**src/rtl/core/lsw_pkg.sv**
```systemverilog
// Shared types and constants for the light-wipe slot renderer.
// Used by every module in rtl/core; no dependencies of its own.
package lsw_pkg;

   localparam int FRAC_BITS      = 12;
   localparam int ALPHA_W        = FRAC_BITS + 1;
   localparam int COORD_W        = 16;
   localparam int LEN_W          = 16;
   localparam int SRC_W          = 3;
   localparam int RATE_W         = 20;
   localparam int ELAPSED_W      = 16;
   localparam int COLOR_W        = 24;
   localparam int DELTA_W        = RATE_W + ELAPSED_W - (24 - FRAC_BITS);
   localparam int DIAG_SHIFT     = 12;
   localparam int DEF_SLOT_COUNT = 16;

   localparam logic [ALPHA_W-1:0] ONE_FX  = ALPHA_W'(1) << FRAC_BITS;
   localparam logic [11:0]        DIAG_K  = 12'd2896;
   localparam logic [LEN_W-1:0]   LEN_MAX = '1;

   localparam logic [SRC_W-1:0] SRC_MIDI0   = 3'd0;
   localparam logic [SRC_W-1:0] SRC_MIDI1   = 3'd1;
   localparam logic [SRC_W-1:0] SRC_MOUSE_Y = 3'd3;

   localparam logic [1:0] REG_RATE  = 2'd0;
   localparam logic [1:0] REG_SHARP = 2'd1;
   localparam logic [1:0] REG_COLOR = 2'd2;

   typedef enum logic [1:0] {
      PH_OFF    = 2'd0,
      PH_GROW   = 2'd1,
      PH_SHRINK = 2'd2
   } phase_type;

   typedef enum logic [1:0] {
      MODE_TICK  = 2'd0,
      MODE_START = 2'd1,
      MODE_END   = 2'd2,
      MODE_PIXEL = 2'd3
   } mode_type;

   typedef enum logic [2:0] {
      ST_IDLE,
      ST_TICK_MUL,
      ST_WALK,
      ST_PIX_EVAL,
      ST_PIX_MUL,
      ST_PIX_DIV,
      ST_DONE
   } state_type;

   typedef struct packed {
      phase_type                 phase;
      logic [SRC_W-1:0]          source;
      logic signed [COORD_W-1:0] origin_x;
      logic signed [COORD_W-1:0] origin_y;
      logic [LEN_W-1:0]          length;
      logic [ALPHA_W-1:0]        alpha;
   } slot_type;

endpackage

```
**src/rtl/core/led_swipe_wipe_renderer.sv**
```systemverilog
// Top level of the light-wipe slot renderer: ring of slot cells, shared slot unit,
// ramp divider and register port. Depends on lsw_pkg, lsw_cell and lsw_divider.
//
//  channel  | direction | handshake                 | payload
//  req_     | in        | req_tvalid / req_tready   | tuser mode, tdata event and pixel fields
//  rsp_     | out       | rsp_tvalid / rsp_tready   | tdata alpha, color, handled
//  csr_     | in        | psel, penable, pready     | 32-bit registers at 0x0, 0x4, 0x8
//
// Slots live in a ring of SLOT_COUNT cells; every work cycle the ring turns by one and
// the slot at cell 0 passes through the update unit back into the top cell, so after a
// full turn the slots sit in their original places again.
// A tick passes ST_TICK_MUL and then walks the ring; start or end walks the ring (mouse_y
// goes straight to ST_DONE); a pixel query walks the ring and holds in ST_PIX_MUL and
// ST_PIX_DIV on every slot whose ramp divides, while the one-bit-per-cycle ramp divider runs.
// Reset clears all slots and loads register defaults.
// A new transaction is taken while a result waits on rsp_; a stalled rsp_ holds the
// finished item in ST_DONE until the output register frees.
module led_swipe_wipe_renderer #(
   parameter int SLOT_COUNT = lsw_pkg::DEF_SLOT_COUNT
) (
   input  logic        clock,
   input  logic        reset,
   // req_tuser: mode[1:0]
   // req_tdata: source_id[2:0], strength[15:3], elapsed_millibeats[31:16],
   //            pixel_x[47:32], pixel_y[63:48]
   input  logic        req_tvalid,
   output logic        req_tready,
   input  logic [1:0]  req_tuser,
   input  logic [63:0] req_tdata,
   // rsp_tdata: alpha_out[12:0], color_out[36:13], handled[37], zero[39:38]
   output logic        rsp_tvalid,
   input  logic        rsp_tready,
   output logic [39:0] rsp_tdata,
   input  logic        csr_psel,
   input  logic        csr_penable,
   input  logic        csr_pwrite,
   input  logic [3:0]  csr_paddr,
   input  logic [31:0] csr_pwdata,
   output logic [31:0] csr_prdata,
   output logic        csr_pready
);
   import lsw_pkg::*;

   localparam int IDX_W  = $clog2(SLOT_COUNT);
   localparam int ACC_W  = $clog2(SLOT_COUNT) + ALPHA_W + 1;
   localparam int WIDE_W = DELTA_W + 2;
   localparam int V_W    = COORD_W + 4;
   localparam int PROD_W = COORD_W + 2 + 13;
   localparam logic signed [WIDE_W-1:0] TWO_W = WIDE_W'(2) <<< FRAC_BITS;

   // registers
   logic [RATE_W-1:0]  rate_ff;
   logic [ALPHA_W-1:0] sharp_ff;
   logic [COLOR_W-1:0] color_ff;
   logic [1:0]         reg_idx;
   logic               csr_wr;

   assign csr_pready = 1'b1;
   assign reg_idx    = csr_paddr[3:2];
   assign csr_wr     = csr_psel & csr_penable & csr_pwrite & csr_pready;

   always_ff @(posedge clock) begin
      if (reset) begin
         rate_ff  <= RATE_W'(33554);
         sharp_ff <= ALPHA_W'(2048);
         color_ff <= '0;
      end else if (csr_wr) begin
         case (reg_idx)
            REG_RATE:  rate_ff  <= csr_pwdata[RATE_W-1:0];
            REG_SHARP: sharp_ff <= csr_pwdata[ALPHA_W-1:0];
            REG_COLOR: color_ff <= csr_pwdata[COLOR_W-1:0];
            default: ;
         endcase
      end
   end

   always_comb begin
      case (reg_idx)
         REG_RATE:  csr_prdata = 32'(rate_ff);
         REG_SHARP: csr_prdata = 32'(sharp_ff);
         REG_COLOR: csr_prdata = 32'(color_ff);
         default:   csr_prdata = '0;
      endcase
   end

   // control and item registers
   state_type                  state_ff, state_in;
   mode_type                   mode_ff;
   logic [SRC_W-1:0]           src_ff;
   logic [ALPHA_W-1:0]         strength_ff;
   logic signed [COORD_W-1:0]  px_ff, py_ff;
   logic [DELTA_W-1:0]         delta_ff, diag_ff;
   logic                       found_ff, found_in;
   logic [IDX_W-1:0]           idx_ff, idx_in;
   logic [ACC_W-1:0]           acc_ff, acc_in;
   logic [ALPHA_W-1:0]         diff_ff, diff_in;
   logic [ALPHA_W-1:0]         fuzz_ff, fuzz_in;
   logic                       rsp_valid_ff, rsp_valid_in;
   logic [ALPHA_W-1:0]         rsp_alpha_ff;
   logic [COLOR_W-1:0]         rsp_color_ff;
   logic                       rsp_handled_ff;
   logic                       accept, load_rsp, shift_en, div_start, last_slot;
   logic [RATE_W+ELAPSED_W-1:0] travel;
   logic [DELTA_W+12-1:0]      diag_prod;

   // slot ring
   slot_type cell_q [SLOT_COUNT];
   slot_type head, unit_slot;

   genvar k;
   generate
      for (k = 0; k < SLOT_COUNT; k++) begin : g_ring
         if (k == SLOT_COUNT - 1) begin : g_top
            lsw_cell u_cell (.clock, .reset, .shift_en,
                             .slot_in(unit_slot), .slot_out(cell_q[k]));
         end else begin : g_mid
            lsw_cell u_cell (.clock, .reset, .shift_en,
                             .slot_in(cell_q[k+1]), .slot_out(cell_q[k]));
         end
      end
   endgenerate

   assign head      = cell_q[0];
   assign last_slot = (idx_ff == IDX_W'(SLOT_COUNT - 1));
   assign accept    = req_tvalid & req_tready;
   assign req_tready = (state_ff == ST_IDLE);
   assign travel    = rate_ff * req_tdata[31:16];
   assign diag_prod = delta_ff * DIAG_K;

   // slot update unit for tick, start and end walks
   logic [DELTA_W:0]           grow_len;
   logic signed [WIDE_W-1:0]   ox_w, oy_w, dl_w, dg_w, ox_n, oy_n;
   logic                       take_start, take_end, in_window;
   logic [ALPHA_W-1:0]         start_alpha;

   always_comb begin
      grow_len = {{(DELTA_W+1-LEN_W){1'b0}}, head.length} + {1'b0, delta_ff};
      ox_w = WIDE_W'(head.origin_x);
      oy_w = WIDE_W'(head.origin_y);
      dl_w = {2'b00, delta_ff};
      dg_w = {2'b00, diag_ff};
      ox_n = ox_w;
      oy_n = oy_w;
      if (head.source == SRC_MIDI0) begin
         ox_n = ox_w - dl_w;
      end else if (head.source == SRC_MIDI1) begin
         ox_n = ox_w + dl_w;
      end else begin
         ox_n = ox_w + dg_w;
         oy_n = oy_w + dg_w;
      end
      in_window = (ox_n > -TWO_W) && (ox_n < TWO_W) && (oy_n > -TWO_W) && (oy_n < TWO_W);
      start_alpha = (strength_ff > ONE_FX) ? ONE_FX : strength_ff;
      take_start = !found_ff && ((head.phase == PH_OFF) || last_slot);
      take_end   = !found_ff && (head.phase == PH_GROW) && (head.source == src_ff);

      unit_slot = head;
      case (mode_ff)
         MODE_TICK: begin
            if (head.phase == PH_GROW) begin
               unit_slot.length = (grow_len > (DELTA_W+1)'(LEN_MAX)) ? LEN_MAX
                                                                    : grow_len[LEN_W-1:0];
            end else if (head.phase == PH_SHRINK) begin
               if (in_window) begin
                  unit_slot.origin_x = ox_n[COORD_W-1:0];
                  unit_slot.origin_y = oy_n[COORD_W-1:0];
               end else begin
                  unit_slot = '0;
               end
            end
         end
         MODE_START: begin
            if (take_start) begin
               unit_slot.phase  = PH_GROW;
               unit_slot.source = src_ff;
               unit_slot.length = '0;
               unit_slot.alpha  = start_alpha;
               if (src_ff == SRC_MIDI0) begin
                  unit_slot.origin_x = COORD_W'(ONE_FX);
                  unit_slot.origin_y = '0;
               end else if (src_ff == SRC_MIDI1) begin
                  unit_slot.origin_x = -COORD_W'(ONE_FX);
                  unit_slot.origin_y = '0;
               end else begin
                  unit_slot.origin_x = -COORD_W'(ONE_FX);
                  unit_slot.origin_y = -COORD_W'(ONE_FX);
                  unit_slot.alpha    = ONE_FX;
               end
            end
         end
         MODE_END: begin
            if (take_end) begin
               unit_slot.phase = PH_SHRINK;
            end
         end
         default: ;
      endcase
   end

   // pixel evaluation of the head slot
   logic [ALPHA_W-1:0]        sharp_sat, half_len, fuzz_c;
   logic signed [COORD_W:0]   dx, dy;
   logic signed [COORD_W+1:0] sumd;
   logic signed [PROD_W-1:0]  proj;
   logic signed [V_W-1:0]     v, len_s, fuzz_s, diff_s;
   logic                      pix_full, pix_ramp;

   always_comb begin
      sharp_sat = (sharp_ff > ONE_FX) ? ONE_FX : sharp_ff;
      half_len  = (head.length[LEN_W-1:1] > (LEN_W-1)'(sharp_sat))
                  ? sharp_sat : head.length[ALPHA_W:1];
      fuzz_c    = half_len;
      dx   = (COORD_W+1)'(px_ff) - (COORD_W+1)'(head.origin_x);
      dy   = (COORD_W+1)'(py_ff) - (COORD_W+1)'(head.origin_y);
      sumd = (COORD_W+2)'(dx) + (COORD_W+2)'(dy);
      proj = PROD_W'(sumd) * PROD_W'($signed({1'b0, DIAG_K}));
      if (head.source == SRC_MIDI0) begin
         v = -V_W'(dx);
      end else if (head.source == SRC_MIDI1) begin
         v = V_W'(dx);
      end else begin
         v = V_W'(proj >>> DIAG_SHIFT);
      end
      len_s  = V_W'({1'b0, head.length});
      fuzz_s = V_W'({1'b0, fuzz_c});
      pix_full = 1'b0;
      pix_ramp = 1'b0;
      diff_s   = '0;
      // off slots and pixels beyond the leading edge add nothing
      if (head.phase != PH_OFF && v <= len_s) begin
         if (v > len_s - fuzz_s) begin
            pix_ramp = 1'b1;
            diff_s   = len_s - v;
         end else if (v > 0) begin
            pix_full = 1'b1;
         end else if (v > -fuzz_s) begin
            pix_ramp = 1'b1;
            diff_s   = fuzz_s + v;
         end
      end
   end

   // ramp divider
   logic [2*ALPHA_W-1:0] ramp_num;
   logic                 div_done;
   logic [ALPHA_W-1:0]   div_quo;

   assign ramp_num = head.alpha * diff_ff;

   lsw_divider u_div (
      .clock, .reset,
      .start(div_start), .numer(ramp_num), .denom(fuzz_ff),
      .done(div_done), .quotient(div_quo)
   );

   // sequencer
   always_comb begin
      state_in  = state_ff;
      found_in  = found_ff;
      idx_in    = idx_ff;
      acc_in    = acc_ff;
      diff_in   = diff_ff;
      fuzz_in   = fuzz_ff;
      shift_en  = 1'b0;
      div_start = 1'b0;
      load_rsp  = 1'b0;
      case (state_ff)
         ST_IDLE: begin
            if (accept) begin
               found_in = 1'b0;
               idx_in   = '0;
               acc_in   = '0;
               case (mode_type'(req_tuser))
                  MODE_TICK:  state_in = ST_TICK_MUL;
                  MODE_PIXEL: state_in = ST_PIX_EVAL;
                  default:    state_in = (req_tdata[2:0] == SRC_MOUSE_Y) ? ST_DONE : ST_WALK;
               endcase
            end
         end
         ST_TICK_MUL: state_in = ST_WALK;
         ST_WALK: begin
            shift_en = 1'b1;
            if ((mode_ff == MODE_START && take_start) || (mode_ff == MODE_END && take_end)) begin
               found_in = 1'b1;
            end
            idx_in = idx_ff + IDX_W'(1);
            if (last_slot) begin
               idx_in   = '0;
               state_in = ST_DONE;
            end
         end
         ST_PIX_EVAL: begin
            if (pix_ramp) begin
               diff_in  = diff_s[ALPHA_W-1:0];
               fuzz_in  = fuzz_c;
               state_in = ST_PIX_MUL;
            end else begin
               shift_en = 1'b1;
               if (pix_full) begin
                  acc_in = acc_ff + ACC_W'(head.alpha);
               end
               idx_in = idx_ff + IDX_W'(1);
               if (last_slot) begin
                  idx_in   = '0;
                  state_in = ST_DONE;
               end
            end
         end
         ST_PIX_MUL: begin
            div_start = 1'b1;
            state_in  = ST_PIX_DIV;
         end
         ST_PIX_DIV: begin
            if (div_done) begin
               shift_en = 1'b1;
               acc_in   = acc_ff + ACC_W'(div_quo);
               idx_in   = idx_ff + IDX_W'(1);
               state_in = ST_PIX_EVAL;
               if (last_slot) begin
                  idx_in   = '0;
                  state_in = ST_DONE;
               end
            end
         end
         ST_DONE: begin
            if (!rsp_valid_ff || rsp_tready) begin
               load_rsp = 1'b1;
               state_in = ST_IDLE;
            end
         end
         default: state_in = ST_IDLE;
      endcase
   end

   assign rsp_valid_in = load_rsp ? 1'b1 : (rsp_tready ? 1'b0 : rsp_valid_ff);

   always_ff @(posedge clock) begin
      if (reset) begin
         state_ff     <= ST_IDLE;
         found_ff     <= 1'b0;
         idx_ff       <= '0;
         rsp_valid_ff <= 1'b0;
      end else begin
         state_ff     <= state_in;
         found_ff     <= found_in;
         idx_ff       <= idx_in;
         rsp_valid_ff <= rsp_valid_in;
      end
   end

   // payload: hold item fields, latch travel, fold diagonal step
   always_ff @(posedge clock) begin
      acc_ff  <= acc_in;
      diff_ff <= diff_in;
      fuzz_ff <= fuzz_in;
      if (accept) begin
         mode_ff     <= mode_type'(req_tuser);
         src_ff      <= req_tdata[2:0];
         strength_ff <= req_tdata[15:3];
         px_ff       <= req_tdata[47:32];
         py_ff       <= req_tdata[63:48];
         delta_ff    <= travel[RATE_W+ELAPSED_W-1:24-FRAC_BITS];
      end
      if (state_ff == ST_TICK_MUL) begin
         diag_ff <= diag_prod[DELTA_W+12-1:DIAG_SHIFT];
      end
      if (load_rsp) begin
         rsp_alpha_ff   <= (mode_ff != MODE_PIXEL) ? '0
                           : (acc_ff > ACC_W'(ONE_FX)) ? ONE_FX : acc_ff[ALPHA_W-1:0];
         rsp_color_ff   <= (mode_ff == MODE_PIXEL) ? color_ff : '0;
         rsp_handled_ff <= (mode_ff == MODE_START || mode_ff == MODE_END) && found_ff;
      end
   end

   assign rsp_tvalid = rsp_valid_ff;
   assign rsp_tdata  = {2'b00, rsp_handled_ff, rsp_color_ff, rsp_alpha_ff};

   // checks
   a_ring_aligned: assert property (@(posedge clock) disable iff (reset)
      (state_ff == ST_IDLE) |-> (idx_ff == '0))
      else $error("slot ring not realigned at idle");

   a_alpha_sat: assert property (@(posedge clock) disable iff (reset)
      rsp_valid_ff |-> (rsp_alpha_ff <= ONE_FX))
      else $error("pixel alpha above 1.0");

   a_handled_clean: assert property (@(posedge clock) disable iff (reset)
      (rsp_valid_ff && rsp_handled_ff) |-> (rsp_alpha_ff == '0 && rsp_color_ff == '0))
      else $error("event result carries pixel data");

endmodule

```
**src/rtl/core/lsw_cell.sv**
```systemverilog
// One wipe slot of the slot ring; shifts toward its lower neighbor on enable.
// Depends on lsw_pkg.
module lsw_cell (
   input  logic              clock,
   input  logic              reset,
   input  logic              shift_en,
   input  lsw_pkg::slot_type slot_in,
   output lsw_pkg::slot_type slot_out
);
   import lsw_pkg::*;

   slot_type slot_ff;

   always_ff @(posedge clock) begin
      if (reset) begin
         slot_ff <= '0;
      end else if (shift_en) begin
         slot_ff <= slot_in;
      end
   end

   assign slot_out = slot_ff;

endmodule

```
**src/rtl/core/lsw_divider.sv**
```systemverilog
// Restoring divider for the edge ramp, one quotient bit per cycle.
// Depends on lsw_pkg; quotient must fit in ALPHA_W bits.
module lsw_divider (
   input  logic                       clock,
   input  logic                       reset,
   input  logic                       start,
   input  logic [2*lsw_pkg::ALPHA_W-1:0] numer,
   input  logic [lsw_pkg::ALPHA_W-1:0]   denom,
   output logic                       done,
   output logic [lsw_pkg::ALPHA_W-1:0]   quotient
);
   import lsw_pkg::*;

   localparam int CNT_W = $clog2(ALPHA_W + 1);

   logic                 busy_ff, busy_in;
   logic                 done_ff, done_in;
   logic [CNT_W-1:0]     cnt_ff, cnt_in;
   logic [ALPHA_W:0]     rem_ff, rem_in;
   logic [ALPHA_W-1:0]   work_ff, work_in;
   logic [ALPHA_W-1:0]   den_ff, den_in;
   logic [ALPHA_W:0]     trial;

   always_comb begin
      busy_in = busy_ff;
      done_in = 1'b0;
      cnt_in  = cnt_ff;
      rem_in  = rem_ff;
      work_in = work_ff;
      den_in  = den_ff;
      trial   = {rem_ff[ALPHA_W-1:0], work_ff[ALPHA_W-1]};
      if (start) begin
         busy_in = 1'b1;
         cnt_in  = CNT_W'(ALPHA_W);
         rem_in  = {1'b0, numer[2*ALPHA_W-1:ALPHA_W]};
         work_in = numer[ALPHA_W-1:0];
         den_in  = denom;
      end else if (busy_ff) begin
         if (trial >= {1'b0, den_ff}) begin
            rem_in  = trial - {1'b0, den_ff};
            work_in = {work_ff[ALPHA_W-2:0], 1'b1};
         end else begin
            rem_in  = trial;
            work_in = {work_ff[ALPHA_W-2:0], 1'b0};
         end
         cnt_in = cnt_ff - CNT_W'(1);
         if (cnt_ff == CNT_W'(1)) begin
            busy_in = 1'b0;
            done_in = 1'b1;
         end
      end
   end

   always_ff @(posedge clock) begin
      if (reset) begin
         busy_ff <= 1'b0;
         done_ff <= 1'b0;
         cnt_ff  <= '0;
      end else begin
         busy_ff <= busy_in;
         done_ff <= done_in;
         cnt_ff  <= cnt_in;
      end
   end

   always_ff @(posedge clock) begin
      rem_ff  <= rem_in;
      work_ff <= work_in;
      den_ff  <= den_in;
   end

   assign done     = done_ff;
   assign quotient = work_ff;

endmodule
```
**config.mk**
```make
export PLATFORM = sky130hd
export DESIGN_NAME = led_swipe_wipe_renderer
export DESIGN_NICKNAME = d
export VERILOG_FILES = /design/src/rtl/core/lsw_pkg.sv /design/src/rtl/core/led_swipe_wipe_renderer.sv /design/src/rtl/core/lsw_cell.sv /design/src/rtl/core/lsw_divider.sv
export SDC_FILE = /design/constraint.sdc
export NUM_CORES = 2
export LEC_CHECK = 0
export ABC_AREA = 1
export BUFFER_PORTS_ARGS = -buffer_cell sky130_fd_sc_hd__buf_2
export CAP_MARGIN = 30
export CORE_MARGIN = 2
export CORE_UTILIZATION = 25
export DETAILED_ROUTE_END_ITERATION = 16
export GPL_TIMING_DRIVEN = 0
export PLACE_DENSITY_LB_ADDON = 0.12
export REMOVE_ABC_BUFFERS = 1
export SLEW_MARGIN = 25
export SYNTH_ARGS = -nofsm -noshare
export SYNTH_HDL_FRONTEND = slang
export SYNTH_SLANG_ARGS = --single-unit
```
**constraint.sdc**
```tcl
create_clock -name clock -period 10.5 [get_ports clock]
set_input_delay 0.525 -clock clock [delete_from_list [all_inputs] [get_ports clock]]
set_output_delay 0.525 -clock clock [all_outputs]
set_load 0.01 [all_outputs]
```
==> qor.yml <==
outcome:
  status: "finished, violations left"
  failed_checks: "setup timing"
floorplanning:
  dieArea_mm2: 0.347
  initial_utilization_pct: 25.2
  core_area_mm2: 0.340
  std_cell_rows: 214
  pin_count: 184
  die_x_um: 589
  die_y_um: 589
grt:
  first_global_vias: 73100
  grt_overflow: 0
  grt.total_usage_pct: 16.1
  grt_max_degree: 153
  antenna_found_initial: 6
  grt_pass1_wl_mm: 440
critical_path:
  r2r_cells: 56
  reg2reg_from: "px_ff[0]"
  path_buf_inv: 14
  cp-startpoint: "px_ff[0]"
  critPathMaxFanout: 8
  cp-start-kind: "flip-flop"
  slowest_delay_ps: 640
  worstPathRequired_ps: 11260
  critPathCaptureType: "flip-flop"
  arrival_ps: 11350
  slowest_stage: "fa_2"
  crit_cells: 56
  path_class: "flip-flop to flip-flop"
  crit_family: "adder cells"
detailed_routing:
  finalWirelength_mm: 292
  routedWlPerCell_um: 18.5
  drtIter0Drc: 4319
  drc_errors: 0
  drt_first_pass_iters: 5
  viasPerCell: 4.68
  num_vias: 73900
  antenna_left: 0
final_layout:
  nNetsFinal: 12300
  fin_util_pct: 30.3
  layout-drive-gt1-share_pct: 11.0
  final_area_mm2: 0.103
  stdcell_count: 15800
  area_growth_pct: 20.3
place:
  placed_area_mm2: 0.0910
  port_buffers: 162
  post-dp-hpwl_mm: 193
  gp_congestion: 0.879
  dpl.cell_count: 15200
  place_ws_ps: -4770
sta:
  grt_setup_unrepaired: "yes"
  fmax_mhz: 94.4
  whs_ps: 51.8
  final-max-slew-violation-count: 0
  setup_tns_ps: -7010
  worst_pin_slew_ps: 999
  hold_viol: 0
  fin_crit_sh_pct: 101
  fin_skew_ps: 81.9
  finalSetupViolations: 240
  period_needed_ps: 10590
  fin_ws_ps: -93.2
  relSlewSlack_pct: 33.3
yosys:
  ys.flop_type: "dfxtp_1"
  synth_edf_count: 219
  synth.avg_cell_area_um2: 7.72
  async_flop_share_pct: 0
  yosys.area.top_type_share_pct: 26.4
  ys_types: 65
  netlist_top_cells_count: "2528 x nand2_1, 1396 x a21oi_1, 1338 x inv_1, 1322 x nand3_1, 1128 x dfxtp_1"
  ys_warn_count: 0
  syn_area_mm2: 0.0857
  ys_ff_latch: 1347
  synth.yosys.seq_area_share_pct: 34.0
  synth_most_common_cell: "nand2_1"
  yosys.area.top_type: "dfxtp_1"
  synth_area_leaders: "dfxtp_1 26%, fa_1 12%, nand2_1 11%, ha_1 8.4%, a21oi_1 8.2%"
  synth_cells: 11100
hold_path:
  min_from: "req_tdata[36]"
  hold_path_class: "input pin to flip-flop"
  min_path_cells: 1
clocking:
  tritoncts: "yes"
  htreeDepth: 4
  clock_path_buffers: 4
  path_clk_slew_ps: 60
  root_buffer: "clkbuf_16"
  cts_sinks: 1347
  clock_latency_ps: 880
  cts_buffers: 167
flow_run:
  drv_cap: 0
power_and_ir_drop:
  ir_drop_uv: 1190
  p_leak_nw: 43.5
  p_per_area_mw_per_mm2: 386
  finalPower_mw: 39.8
[path summary, 6_finish.rpt]
path | end | slack [ps]
setup / recovery | g_ring[7].g_mid.u_cell.slot_out[54] | -90
setup reg to reg | g_ring[7].g_mid.u_cell.slot_out[54] | -90
hold reg to reg | g_ring[9].g_mid.u_cell.slot_out[45] | 390
hold / removal | px_ff[4] | 50
[area by class of cell]
cell class | instances | area (µm²)
clock inverters | 68 | 686
repair buffers | 521 | 6730
flip-flops and latches | 1347 | 29200
well taps | 4536 | 5680
clock buffers | 231 | 4730
inverters | 1344 | 5080
multi-input cells | 7732 | 51000
fillers | 36400 | 237000
diodes | 1 | 2.50
[power by group]
group / internal (mW) / leakage, nW / switching (mW) / total (mW)
sequential: 5.88 / 11.1 / 0.307 / 6.19
combinational: 11.0 / 29.7 / 16.8 / 27.8
clock: 3.35 / 2.66 / 2.42 / 5.76
[what timing repair did]
item / CTS / global route
hold buffers: 75 / 0
pin swaps: 76 / 142
setup endpoints to repair: 1120 / 1120
cloned: 53 / 36
endpoints found under the hold margin: 105 / 0
resized for setup: 258 / 363
buffers inserted: 71 / 43
[registers in the layout (all words and copies together), names as in the netlist, 16 cells and up]
name and count:
py_ff 16, rsp_color_ff 24, delta_ff 24, rate_ff 20, acc_ff 18, g_ring.g_top.u_cell.slot_out 66, px_ff 16, diag_ff 24
g_ring.g_mid.u_cell.slot_out 990, color_ff 24
[logic make-up (layout without fill, tap and decap cells)]
logic type / after synthesis / in the layout / share of synthesized area (%)
AOI/OAI and AO/OA: 1913 / 1913 / 11.7
xor gates and xnor gates: 201 / 201 / 2.06
adders and majority gates: 1081 / 1081 / 20.2
buffers and inverters: 2030 / 2164 / 9.50
DFF: 1347 / 1347 / 34.0
muxes: 5 / 5 / 0.0584
other: 2 / 12 / 0.00877
and+or+nand+nor: 4516 / 4521 / 22.4
[cell usage in the layout, fill, tap and decap left out, types with 25 or more instances in the layout]
cell type and n:
a21oi_2 119, clkbuf_16 203, o211ai_1 34, a21oi_1 1274, nand2_4 86, ha_1 530
dlygate4sd3_1 75, dfxtp_1 1118, clkbuf_1 35, nand2_2 69, inv_1 1308, xnor2_1 67
nor2_1 413, buf_16 79, clkbuf_8 27, fa_1 500, nor3_1 42, nand3_1 1297
buf_12 25, xor2_1 122, o21ai_0 303, nand2_1 2384, edfxtp_1 219, nand3_2 25
nand4_1 62, buf_4 101, clkinv_2 30, buf_2 163, or2_2 34, ha_4 38
[per-layer routing]
| metal | global-route usage, % | routed length, µm | up-vias |
|---|---|---|---|
| met3 | 2.35 | 11900 | 306 |
| met1 | 21.7 | 138000 | 36300 |
| met5 | 0 | 0 | - |
| met4 | 3.75 | 6900 | 0 |
| li1 | - | - | 36200 |
| met2 | 26.9 | 136000 | 1149 |
No activity file was read; power rests on OpenSTA's default activity.
